<file path="src/hdl/pidst_pkg.sv">
// ----------------------------------------------------------------------------
// pidst_pkg
// Shared types and constants for the position PID with settle timeout.
// ----------------------------------------------------------------------------
package pidst_pkg;

	localparam int GAIN_W     = 16;   // Q8.8 gains
	localparam int THR_W      = 25;   // large-error threshold
	localparam int TICK_W     = 16;   // settle tick count
	localparam int CMD_W      = 16;   // velocity command
	localparam int CFG_IDX_W  = 3;
	localparam int CFG_DATA_W = 25;
	localparam int FRAC_BITS  = 8;    // Q8.8 scaling

	localparam logic signed [GAIN_W-1:0] GAIN_P_RST       = 16'sd256;
	localparam logic signed [GAIN_W-1:0] GAIN_I_RST       = 16'sd0;
	localparam logic signed [GAIN_W-1:0] GAIN_D_RST       = 16'sd0;
	localparam logic signed [THR_W-1:0]  THRESHOLD_RST    = 25'sd0;
	localparam logic [TICK_W-1:0]        SETTLE_TICKS_RST = 16'd10;

	typedef enum logic [CFG_IDX_W-1:0] {
		CFG_GAIN_P       = 3'd0,
		CFG_GAIN_I       = 3'd1,
		CFG_GAIN_D       = 3'd2,
		CFG_THRESHOLD    = 3'd3,
		CFG_SETTLE_TICKS = 3'd4
	} cfg_idx_t;

	typedef enum logic {
		REQ_SET_TARGET = 1'b0,
		REQ_TICK       = 1'b1
	} req_type_t;

endpackage

</file>
<file path="src/hdl/pidst_drive.sv">
// ----------------------------------------------------------------------------
// pidst_drive
// Three gain products in one registered stage, then Q8.8 scaling with
// truncation toward zero and saturation to the command width.
// ----------------------------------------------------------------------------
module pidst_drive #(
	parameter int POS_BITS = 24,
	parameter int SUM_BITS = 32
) (
	input  logic                                   clk,
	input  logic                                   load,
	input  logic signed [pidst_pkg::GAIN_W-1:0]    gain_p,
	input  logic signed [pidst_pkg::GAIN_W-1:0]    gain_i,
	input  logic signed [pidst_pkg::GAIN_W-1:0]    gain_d,
	input  logic signed [POS_BITS:0]               err,
	input  logic signed [SUM_BITS-1:0]             err_sum,
	input  logic signed [POS_BITS+1:0]             err_diff,
	output logic signed [pidst_pkg::CMD_W-1:0]     cmd
);
	import pidst_pkg::*;

	localparam int DW = POS_BITS + 2;
	localparam int PW = ((SUM_BITS > DW) ? SUM_BITS : DW) + GAIN_W;
	localparam int AW = PW + 2;
	localparam int QW = AW - FRAC_BITS;

	localparam logic signed [QW-1:0] CMD_HI = QW'({1'b0, {(CMD_W-1){1'b1}}});
	localparam logic signed [QW-1:0] CMD_LO = ~CMD_HI;

	logic signed [PW-1:0] prod_p_s3;
	logic signed [PW-1:0] prod_i_s3;
	logic signed [PW-1:0] prod_d_s3;
	logic signed [AW-1:0] acc;
	logic signed [QW-1:0] quo;
	logic signed [QW-1:0] quo_tz;

	always_ff @(posedge clk) begin
		if (load) begin
			prod_p_s3 <= PW'(gain_p) * PW'(err);
			prod_i_s3 <= PW'(gain_i) * PW'(err_sum);
			prod_d_s3 <= PW'(gain_d) * PW'(err_diff);
		end
	end

	always_comb begin
		acc = AW'(prod_p_s3) + AW'(prod_i_s3) + AW'(prod_d_s3);
		quo = acc[AW-1:FRAC_BITS];
		// arithmetic shift floors; bump negative inexact values back toward zero
		if (acc[AW-1] && (acc[FRAC_BITS-1:0] != '0)) begin
			quo_tz = quo + QW'(1);
		end else begin
			quo_tz = quo;
		end
		if (quo_tz > CMD_HI) begin
			cmd = CMD_HI[CMD_W-1:0];
		end else if (quo_tz < CMD_LO) begin
			cmd = CMD_LO[CMD_W-1:0];
		end else begin
			cmd = quo_tz[CMD_W-1:0];
		end
	end

endmodule

</file>
<file path="src/hdl/position_pid_with_settle_timeout_unit.sv">
// ----------------------------------------------------------------------------
// position_pid_with_settle_timeout_unit
// Pipeline: a result passes from its input transfer through
//   input reg s1 -> state update s2 -> gain products s3 -> output reg.
// Throughput: one item per cycle unless out_ready back-pressure stalls;
//   the only loop is the s1 state update (error, threshold compare, integral add).
// Reset (arst_n low): loop disarmed, integral, previous error, target and
//   settle count cleared, registers back to defaults, pipeline empty.
// ----------------------------------------------------------------------------
module position_pid_with_settle_timeout_unit #(
	parameter int POS_BITS = 24,
	parameter int SUM_BITS = 32
) (
	input  logic                                  clk,
	input  logic                                  arst_n,
	// configuration write port
	input  logic                                  cfg_we,
	input  logic [pidst_pkg::CFG_IDX_W-1:0]       cfg_index,
	input  logic [pidst_pkg::CFG_DATA_W-1:0]      cfg_data,
	// request channel
	input  logic                                  in_valid,
	output logic                                  in_ready,
	input  logic                                  req_type,
	input  logic signed [POS_BITS-1:0]            target_pos,
	input  logic signed [POS_BITS-1:0]            sensor_pos,
	// result channel
	output logic                                  out_valid,
	input  logic                                  out_ready,
	output logic                                  drive_valid,
	output logic signed [pidst_pkg::CMD_W-1:0]    velocity_cmd,
	output logic                                  loop_armed
);
	import pidst_pkg::*;

	// error is one bit wider than a position, its difference one more
	localparam int EW = POS_BITS + 1;
	localparam int DW = POS_BITS + 2;
	localparam int CW = (EW > THR_W) ? EW : THR_W;
	localparam int SW = ((SUM_BITS > EW) ? SUM_BITS : EW) + 1;

	localparam logic signed [SW-1:0] SUM_HI = SW'({1'b0, {(SUM_BITS-1){1'b1}}});
	localparam logic signed [SW-1:0] SUM_LO = ~SUM_HI;

	// ------------------------------------------------------------------
	// Configuration registers
	// ------------------------------------------------------------------
	logic signed [GAIN_W-1:0] gain_p_q, gain_i_q, gain_d_q;
	logic signed [THR_W-1:0]  threshold_q;
	logic [TICK_W-1:0]        settle_ticks_q;

	always_ff @(posedge clk or negedge arst_n) begin
		if (!arst_n) begin
			gain_p_q       <= GAIN_P_RST;
			gain_i_q       <= GAIN_I_RST;
			gain_d_q       <= GAIN_D_RST;
			threshold_q    <= THRESHOLD_RST;
			settle_ticks_q <= SETTLE_TICKS_RST;
		end else if (cfg_we) begin
			case (cfg_idx_t'(cfg_index))
				CFG_GAIN_P:       gain_p_q       <= cfg_data[GAIN_W-1:0];
				CFG_GAIN_I:       gain_i_q       <= cfg_data[GAIN_W-1:0];
				CFG_GAIN_D:       gain_d_q       <= cfg_data[GAIN_W-1:0];
				CFG_THRESHOLD:    threshold_q    <= cfg_data[THR_W-1:0];
				CFG_SETTLE_TICKS: settle_ticks_q <= cfg_data[TICK_W-1:0];
				default: ;  // unmapped index: write dropped
			endcase
		end
	end

	// ------------------------------------------------------------------
	// Pipeline flow control. Each stage moves when the one after it has
	// room, so a result waiting in the output register never blocks the
	// stages behind it until they have all filled.
	// ------------------------------------------------------------------
	logic v_s1, v_s2, v_s3, out_valid_q;
	logic out_adv, rdy_s3, rdy_s2, rdy_s1;
	logic mv_s1, mv_s2, mv_s3;

	assign out_adv = !out_valid_q || out_ready;
	assign rdy_s3  = !v_s3 || out_adv;
	assign rdy_s2  = !v_s2 || rdy_s3;
	assign rdy_s1  = !v_s1 || rdy_s2;
	assign mv_s3   = v_s3 && out_adv;
	assign mv_s2   = v_s2 && rdy_s3;
	assign mv_s1   = v_s1 && rdy_s2;
	assign in_ready = rdy_s1;

	always_ff @(posedge clk or negedge arst_n) begin
		if (!arst_n) begin
			v_s1        <= 1'b0;
			v_s2        <= 1'b0;
			v_s3        <= 1'b0;
			out_valid_q <= 1'b0;
		end else begin
			if (rdy_s1)  v_s1        <= in_valid;
			if (rdy_s2)  v_s2        <= mv_s1;
			if (rdy_s3)  v_s3        <= mv_s2;
			if (out_adv) out_valid_q <= mv_s3;
		end
	end

	// ------------------------------------------------------------------
	// Stage 1: input register
	// ------------------------------------------------------------------
	logic                       req_type_s1;
	logic signed [POS_BITS-1:0] target_s1, sensor_s1;

	always_ff @(posedge clk) begin
		if (in_valid && rdy_s1) begin
			req_type_s1 <= req_type;
			target_s1   <= target_pos;
			sensor_s1   <= sensor_pos;
		end
	end

	// ------------------------------------------------------------------
	// Loop state and its update. The state advances when the item in s1
	// moves on, so the next item sees it in the following cycle.
	// ------------------------------------------------------------------
	logic                       armed_q;
	logic signed [POS_BITS-1:0] target_q;
	logic signed [SUM_BITS-1:0] error_sum_q;
	logic signed [EW-1:0]       prev_error_q;
	logic [TICK_W-1:0]          settle_count_q;

	logic                       is_set, tick_live, above, drive, settle_done;
	logic signed [EW-1:0]       err;
	logic signed [DW-1:0]       err_diff;
	logic signed [SW-1:0]       sum_wide;
	logic signed [SUM_BITS-1:0] sum_sat;
	logic                       armed_nx;

	always_comb begin
		is_set    = (req_type_t'(req_type_s1) == REQ_SET_TARGET);
		tick_live = !is_set && armed_q;
		err       = EW'(sensor_s1) - EW'(target_q);
		err_diff  = DW'(err) - DW'(prev_error_q);
		above     = CW'(err) > CW'(threshold_q);
		drive     = tick_live && above;
		settle_done = tick_live && !above && (settle_count_q >= settle_ticks_q);

		// saturating integral
		sum_wide = SW'(error_sum_q) + SW'(err);
		if (sum_wide > SUM_HI) begin
			sum_sat = SUM_HI[SUM_BITS-1:0];
		end else if (sum_wide < SUM_LO) begin
			sum_sat = SUM_LO[SUM_BITS-1:0];
		end else begin
			sum_sat = sum_wide[SUM_BITS-1:0];
		end

		if (is_set) begin
			armed_nx = 1'b1;
		end else if (settle_done) begin
			armed_nx = 1'b0;
		end else begin
			armed_nx = armed_q;
		end
	end

	always_ff @(posedge clk or negedge arst_n) begin
		if (!arst_n) begin
			armed_q        <= 1'b0;
			target_q       <= '0;
			error_sum_q    <= '0;
			prev_error_q   <= '0;
			settle_count_q <= '0;
		end else if (mv_s1) begin
			armed_q <= armed_nx;
			if (is_set) begin
				// settle count deliberately survives a new target
				target_q     <= target_s1;
				error_sum_q  <= '0;
				prev_error_q <= '0;
			end else if (drive) begin
				error_sum_q    <= sum_sat;
				prev_error_q   <= err;
				settle_count_q <= '0;
			end else if (settle_done) begin
				error_sum_q    <= '0;
				prev_error_q   <= '0;
				settle_count_q <= '0;
			end else if (tick_live) begin
				settle_count_q <= settle_count_q + TICK_W'(1);
			end
		end
	end

	// ------------------------------------------------------------------
	// Stage 2: operands for the products, taken with pre-update state
	// ------------------------------------------------------------------
	logic                       drive_s2, armed_s2;
	logic signed [EW-1:0]       err_s2;
	logic signed [SUM_BITS-1:0] sum_s2;
	logic signed [DW-1:0]       diff_s2;

	always_ff @(posedge clk) begin
		if (mv_s1) begin
			drive_s2 <= drive;
			armed_s2 <= armed_nx;
			err_s2   <= err;
			sum_s2   <= error_sum_q;
			diff_s2  <= err_diff;
		end
	end

	// ------------------------------------------------------------------
	// Stage 3: products (inside pidst_drive), scaled and saturated
	// ------------------------------------------------------------------
	logic                     drive_s3, armed_s3;
	logic signed [CMD_W-1:0]  cmd;

	always_ff @(posedge clk) begin
		if (mv_s2) begin
			drive_s3 <= drive_s2;
			armed_s3 <= armed_s2;
		end
	end

	pidst_drive #(
		.POS_BITS (POS_BITS),
		.SUM_BITS (SUM_BITS)
	) u_drive (
		.clk      (clk),
		.load     (mv_s2),
		.gain_p   (gain_p_q),
		.gain_i   (gain_i_q),
		.gain_d   (gain_d_q),
		.err      (err_s2),
		.err_sum  (sum_s2),
		.err_diff (diff_s2),
		.cmd      (cmd)
	);

	// ------------------------------------------------------------------
	// Output register: command forced to zero on non-drive results
	// ------------------------------------------------------------------
	logic                     drive_valid_q, loop_armed_q;
	logic signed [CMD_W-1:0]  velocity_cmd_q;

	always_ff @(posedge clk) begin
		if (mv_s3) begin
			drive_valid_q  <= drive_s3;
			loop_armed_q   <= armed_s3;
			velocity_cmd_q <= drive_s3 ? cmd : '0;
		end
	end

	assign out_valid    = out_valid_q;
	assign drive_valid  = drive_valid_q;
	assign loop_armed   = loop_armed_q;
	assign velocity_cmd = velocity_cmd_q;

	// ------------------------------------------------------------------
	// Assertions
	// ------------------------------------------------------------------
	a_drive_implies_armed: assert property (@(posedge clk) disable iff (!arst_n)
		out_valid && drive_valid |-> loop_armed)
		else $error("drive result reported with loop disarmed");

	a_idle_cmd_zero: assert property (@(posedge clk) disable iff (!arst_n)
		out_valid && !drive_valid |-> velocity_cmd == '0)
		else $error("non-drive result carries a command");

	a_disarmed_clear: assert property (@(posedge clk) disable iff (!arst_n)
		!armed_q |-> (error_sum_q == '0) && (prev_error_q == '0))
		else $error("integral or previous error left over while disarmed");

	a_ready_when_drained: assert property (@(posedge clk) disable iff (!arst_n)
		!out_valid_q |-> in_ready)
		else $error("input stalled with an empty output register");

endmodule
</file>
<file path="config.mk">
export PLATFORM = sky130hd
export DESIGN_NAME = position_pid_with_settle_timeout_unit
export DESIGN_NICKNAME = d
export VERILOG_FILES = /design/src/hdl/pidst_pkg.sv /design/src/hdl/pidst_drive.sv /design/src/hdl/position_pid_with_settle_timeout_unit.sv
export SDC_FILE = /design/constraint.sdc
export NUM_CORES = 2
export LEC_CHECK = 0
export ABC_AREA = 0
export BUFFER_PORTS_ARGS = -buffer_cell sky130_fd_sc_hd__buf_4
export CAP_MARGIN = 20
export CORE_ASPECT_RATIO = 1.75
export CORE_MARGIN = 2
export CORE_UTILIZATION = 45
export CTS_CLUSTER_SIZE = 40
export DETAILED_ROUTE_END_ITERATION = 6
export GPL_TIMING_DRIVEN = 1
export MAX_ROUTING_LAYER = met4
export PLACE_DENSITY_LB_ADDON = 0.12
export SLEW_MARGIN = 10
export SYNTH_ARGS = -nofsm -noshare
export SYNTH_HDL_FRONTEND = slang
export SYNTH_SLANG_ARGS = --single-unit
</file>
<file path="constraint.sdc">
create_clock -name clk -period 10.5 [get_ports clk]
set_input_delay 1.575 -clock clk [delete_from_list [all_inputs] [get_ports clk]]
set_output_delay 1.575 -clock clk [all_outputs]
set_load 0.02 [all_outputs]
</file>
Word-level counts from Yosys, hierarchy flattened
Index checks and enable logic that the tools add are counted.

Register bits: 476. Bits in latches: 0. Bits in writable memories: 0. ROM bits: 0. Bits of input ports: 82. Output and inout bits: 20. Logic and storage cells: 100. Memories: 0.

Add/subtract/negate cells: 7. $mul: 3. Divide/modulo/power cells: 0. $lt $le $gt $ge: 6. Equality and inequality tests: 5. Shift-type cells: 0. Mux-type cells: 16. Bitwise logic cells: 2. Reductions and logical operators: 30.

Operator list (count): 32-bit 2-to-1 mux (5); 25-bit 2-to-1 mux (3); 16-bit 2-to-1 mux (4); 49-bit by 42-bit adder with 50-bit output (1); 41-bit by 48-bit adder with 49-bit output (1); 16-bit by 32-bit multiplier with 48-bit output (1); 42-bit by 2-bit adder with 42-bit output (second input constant) (1); 42-bit by 16-bit greater-than comparator with 1-bit output (second input constant) (1); 42-bit by 16-bit < comparator with 1-bit output (second input constant) (1); 16-bit by 26-bit multiplier with 42-bit output (1); 42-bit 2-to-1 mux (1); 16-bit by 25-bit multiplier with 41-bit output (1); 32-bit by 25-bit adder with 33-bit output (1); 33-bit by 32-bit greater-than comparator with 1-bit output (second input constant) (1); 33-bit by 32-bit < comparator with 1-bit output (second input constant) (1); 25-bit by 25-bit subtractor with 26-bit output (1); 25-bit greater-than comparator (1); 24-bit by 24-bit subtractor with 25-bit output (1); 16-bit by 1-bit adder with 16-bit output (second input constant) (1); 16-bit greater-or-equal comparator (1); 15-bit 2-to-1 mux (1); 2-bit AND reduction (7); 1-bit logical AND (9); 8-bit nonzero test (1); 12 further kinds (22).

Depth between registers and ports, before layout
Depth after elaboration: 8. Gate-level depth with buffers: 32. Depth with buffers taken out: 29.

Cells and area by module
A second synthesis with hierarchy kept.

Cell total of the unflattened synthesis: 7477. Area, all modules: 72932.4 um^2.

Modules (own cells, without submodules): pidst_drive (instances 1, cells each 5956, area an instance 55419.4 um^2, sequential area each 3933.8 um^2); position_pid_with_settle_timeout_unit (instances 1, cells each 1521, area an instance 17513.0 um^2, sequential area each 9407.8 um^2).

Worst setup path after synthesis
No wires, ideal clock.

Kind: register to register. From: register sum_s2[10]. To: register u_drive.prod_i_s3[47] (data pin). Library setup time: 0.260 ns. Data arrival time: 7.322 ns. Required time: 10.240 ns. Slack: 2.918 ns. Cell stages (with the launch flop): 29. Buffers on the path: 1. Clock period less this slack: 7.582 ns. Path through: edfxtp_1 > clkbuf_1 > nand2_1 > fa_1 > inv_1 > fa_1 > inv_1 > fa_1 > fa_1 > inv_1 > fa_1 > inv_1 > fa_1 > inv_1 > ha_1 > a21o_1 > a21oi_1 > nand2_1 > o311ai_0 > a41oi_1 > o41a_1 > a21bo_2 > o41a_1 > a41o_1 > o21a_1 > o21ai_0 > o21ai_0 > a21oi_1 > xnor2_1.

Word-level cells in the longest chain between the ends: 1.

Ends and longest elaborated chain: start, declared (RTL line position_pid_with_settle_timeout_unit.sv:194) `logic signed [SUM_BITS-1:0] sum_s2;`; start signal, assigned (RTL line position_pid_with_settle_timeout_unit.sv:202) `sum_s2 <= error_sum_q;`; 16-bit by 32-bit multiplier with 48-bit output (RTL line pidst_drive.sv:40) `prod_i_s3 <= PW'(gain_i) * PW'(err_sum);`; end signal, assigned (RTL line pidst_drive.sv:40); end, declared (RTL line pidst_drive.sv:31) `logic signed [PW-1:0] prod_i_s3;`.

No other way between the ends. A chain may end at the register's enable or synchronous reset.

Worst setup path after layout
Same ends and word-level chain as after synthesis.

==> flow_summary.toml <==
[routing]
vias_per_cell = 5.43
drtIter0Drc = 2748
detail_route.wl_per_cell_um = 23.1
drt-total-wl_um = 219000
postRouteAntennaNets = 0
drc_errors = 0
first_pass_iters = 6
num_vias = 51332

[place]
portBuffers = 101
gp_congestion = 0.948
dp_hpwl_um = 179000
placedCellCount = 9334

[floorplanning]
die_area_mm2 = 0.163
die_w_um = 306
die_y_um = 533
core_mm2 = 0.159
num_io_pins = 102
start_util = 0.452
row_count = 194

[layout]
areaGrowthSynthToFinish_pct = 7.21
layout-drive-gt1-share = 0.0635
fillers = 14917
nNetsFinal = 9235
fin_cells = 9448

[timing]
rsz0062_at_grt = "no"
slew_headroom = 0.224
period_needed_ns = 8.65
finalHoldViolCount = 0
timing.final.crit_share = 0.824
worst_pin_slew_ns = 1.16
setup_tns_ns = 0
drv_slew = 0
fin_skew_ns = 0.0463
setup_viol = 0
fmax_ghz = 0.116
hold_slack_ns = 0.423

[logic_synthesis]
ys.warnings.count = 0
synthArstFlopShare = 0.401
syn-num-nets = 9233
synth_area_leaders = "fa_1, edfxtp_1, ha_1"
syn_area_mm2 = 0.0718
synth_edf_count = 285
ys_ff_latch = 476
yosysTopAreaCell = "fa_1"
syn_avg_cell_area_um2 = 9.79
netlist-cell-type-count = 96
yosysSeqAreaShare = 0.186
yosys_most_used_dff = "edfxtp_1"
netlist.area_leader.share = 0.370
syn_inst = 7335

[grt]
grt_pass1_vias = 56298
grt_max_degree = 79
grt_pass1_wl_um = 334000
grt_antenna_before_repair = 10
globalRouteOverflowTotal = 0
groute.usage.overall = 0.283

[outcome]
status = "completed"

[clocking]
cts_num_sinks = 476
cts_hold_buffers = 0
clk-insertion-delay-late_ns = 0.70
cts_buffers = 53
cts_root_buf = "clkbuf_16"
cts_tree = "built"
clkSlewWorstSetupHoldPaths_ns = 0.06
post_cts_buffers = 0
clockBufferDepth = 3
post_cts_resized = 0
htreeDepth = 2

[worst_setup_path]
worstPathArrival_ns = 9.09
cp-end-kind = "flop"
startpoint_type = "flop"
critPathMaxFanout = 16
crit_type = "flop to flop"
cp_data_required_time_ns = 10.94

[job]
cap_violations = 0

[hold_path]
min_path_type = "flop to flop"
layout by cell type (no fill, tap or decap), drive strengths merged, types with 9 or more instances in the layout:
cell type	instances
a221o	31
mux2	97
o211ai	22
buf	216
clkbuf	63
ha	488
edfxtp	285
nor2	199
o31ai	37
nand2	977
a21boi	16
a2111oi	9
o21ai	185
nand3	97
a21oi	200
nor2b	26
or2	15
o21a	44
xnor2	196
fa	1328
dfrtp	188
inv	1453
o21bai	31
o22ai	13
nor4	13
a211oi	34
nand4	27
xor2	57
or3	27
and3	48
nor3	82
a21o	92
clkinv	19
a31oi	26
and2	481
nand2b	120
path summary, 6_finish.rpt:
check                                           from  slack (ns)  cells past startpoint                         endpoint
worst max-delay path            sum_s2[10]$_DFFE_PP_        1.85                     27  u_drive.prod_i_s3[47]$_DFFE_PP_
worst min-delay path              armed_s3$_DFFE_PP_        0.42                      0             loop_armed$_DFFE_PP_
worst max register to register  sum_s2[10]$_DFFE_PP_        1.85                     27  u_drive.prod_i_s3[47]$_DFFE_PP_
worst min register to register    armed_s3$_DFFE_PP_        0.42                      0             loop_armed$_DFFE_PP_
max in group asynchronous                     arst_n        8.33                      2      error_sum_q[24]$_DFFE_PN0P_
min in group asynchronous                     arst_n        0.82                      1          gain_d_q[2]$_DFFE_PN0P_
routing by layer:
layer,GRT usage,part of all wire,wire (µm)
met4,0.180,0.078,17200
met1,0.295,0.35,76800
met3,0.0270,0.040,8730
met2,0.508,0.53,116000
met5,-,0,0
critical path, stage by stage, from the launching register on:
cell and delay [ns]:
edfxtp_1 0.75, nand2_1 0.19, fa_1 0.57, inv_1 0.06, fa_1 0.53, inv_1 0.05, fa_1 0.48, fa_1 0.55
inv_1 0.05, fa_1 0.47, inv_1 0.05, fa_1 0.47, inv_1 0.04, ha_1 0.33, a21o_1 0.20, a21oi_1 0.29
nand2_1 0.15, o311ai_0 0.55, a41oi_1 0.35, o41a_1 0.42, a21bo_2 0.22, o41a_1 0.33, a41o_1 0.32, o21a_1 0.23
o21ai_0 0.36, o21ai_0 0.14, a21oi_1 0.18, xnor2_1 0.07
area by class of cell:
class                   count  area, µm²  area share
diodes                      8       20.0    0.000260
flip-flops and latches    476      13300       0.173
clock buffers              62       1380      0.0179
repair buffers            217       1700      0.0221
well taps                2058       2570      0.0334
inverters                1446       5430      0.0705
clock inverters            38        514     0.00668
multi-input cells        5143      52000       0.676
metrics by stage:
step	utilization	cell area [µm²]	setup WS [ns]
2_1_floorplan	-	71800	2.92
3_3_place_gp	0.471	75000	1.82
3_5_place_dp	0.472	75000	1.81
4_1_cts	0.483	76900	1.81
5_1_grt	0.484	77000	1.47
6_report	0.484	77000	1.85
state kept, by name, indices dropped and copies added (netlist names), 25 cells and up:
register and flops:
u_drive.prod_i_s3 48, u_drive.prod_d_s3 42, u_drive.prod_p_s3 41, error_sum_q 32
sum_s2 32, diff_s2 26, err_s2 25, prev_error_q 25
threshold_q 25
synthesized netlist by cell type, types with 7 or more instances:
library cell	instances
a21boi_0	15
or2_2	14
nand2_1	976
or3_1	27
o21bai_1	31
o31ai_1	26
a21oi_1	199
and2_1	481
xnor2_1	196
o22ai_1	13
nand4_1	26
o2111ai_1	8
a31oi_1	26
inv_1	1445
nand3_1	97
o21a_1	44
dfrtp_1	188
o21ai_0	177
edfxtp_1	285
a2111oi_0	7
xor2_1	57
nor3_1	80
mux2_2	97
or4_1	7
and4_1	7
o211ai_1	22
clkbuf_1	256
fa_1	1328
nor4_1	12
nand2b_1	120
nor2_1	198
a211oi_1	29
a21o_1	92
and3_1	48
o31ai_2	11
a221o_1	31
nor2b_1	26
ha_1	488
cells by family after synthesis:
| kind of cell | after synthesis | synth area share |
|---|---|---|
| buffers and inverters | 1716 | 0.0900 |
| flip-flops | 476 | 0.186 |
| multiplexers | 102 | 0.0159 |
| adder cells (fa/ha/maj) | 1816 | 0.455 |
| AO/OA/AOI/OAI | 828 | 0.0782 |
| XOR/XNOR | 253 | 0.0308 |
| AND/OR/NAND/NOR | 2144 | 0.144 |
Power is left out: the tool's default activity adds up to more than one toggle a clock period on the data nets, which glitch-free logic cannot reach.
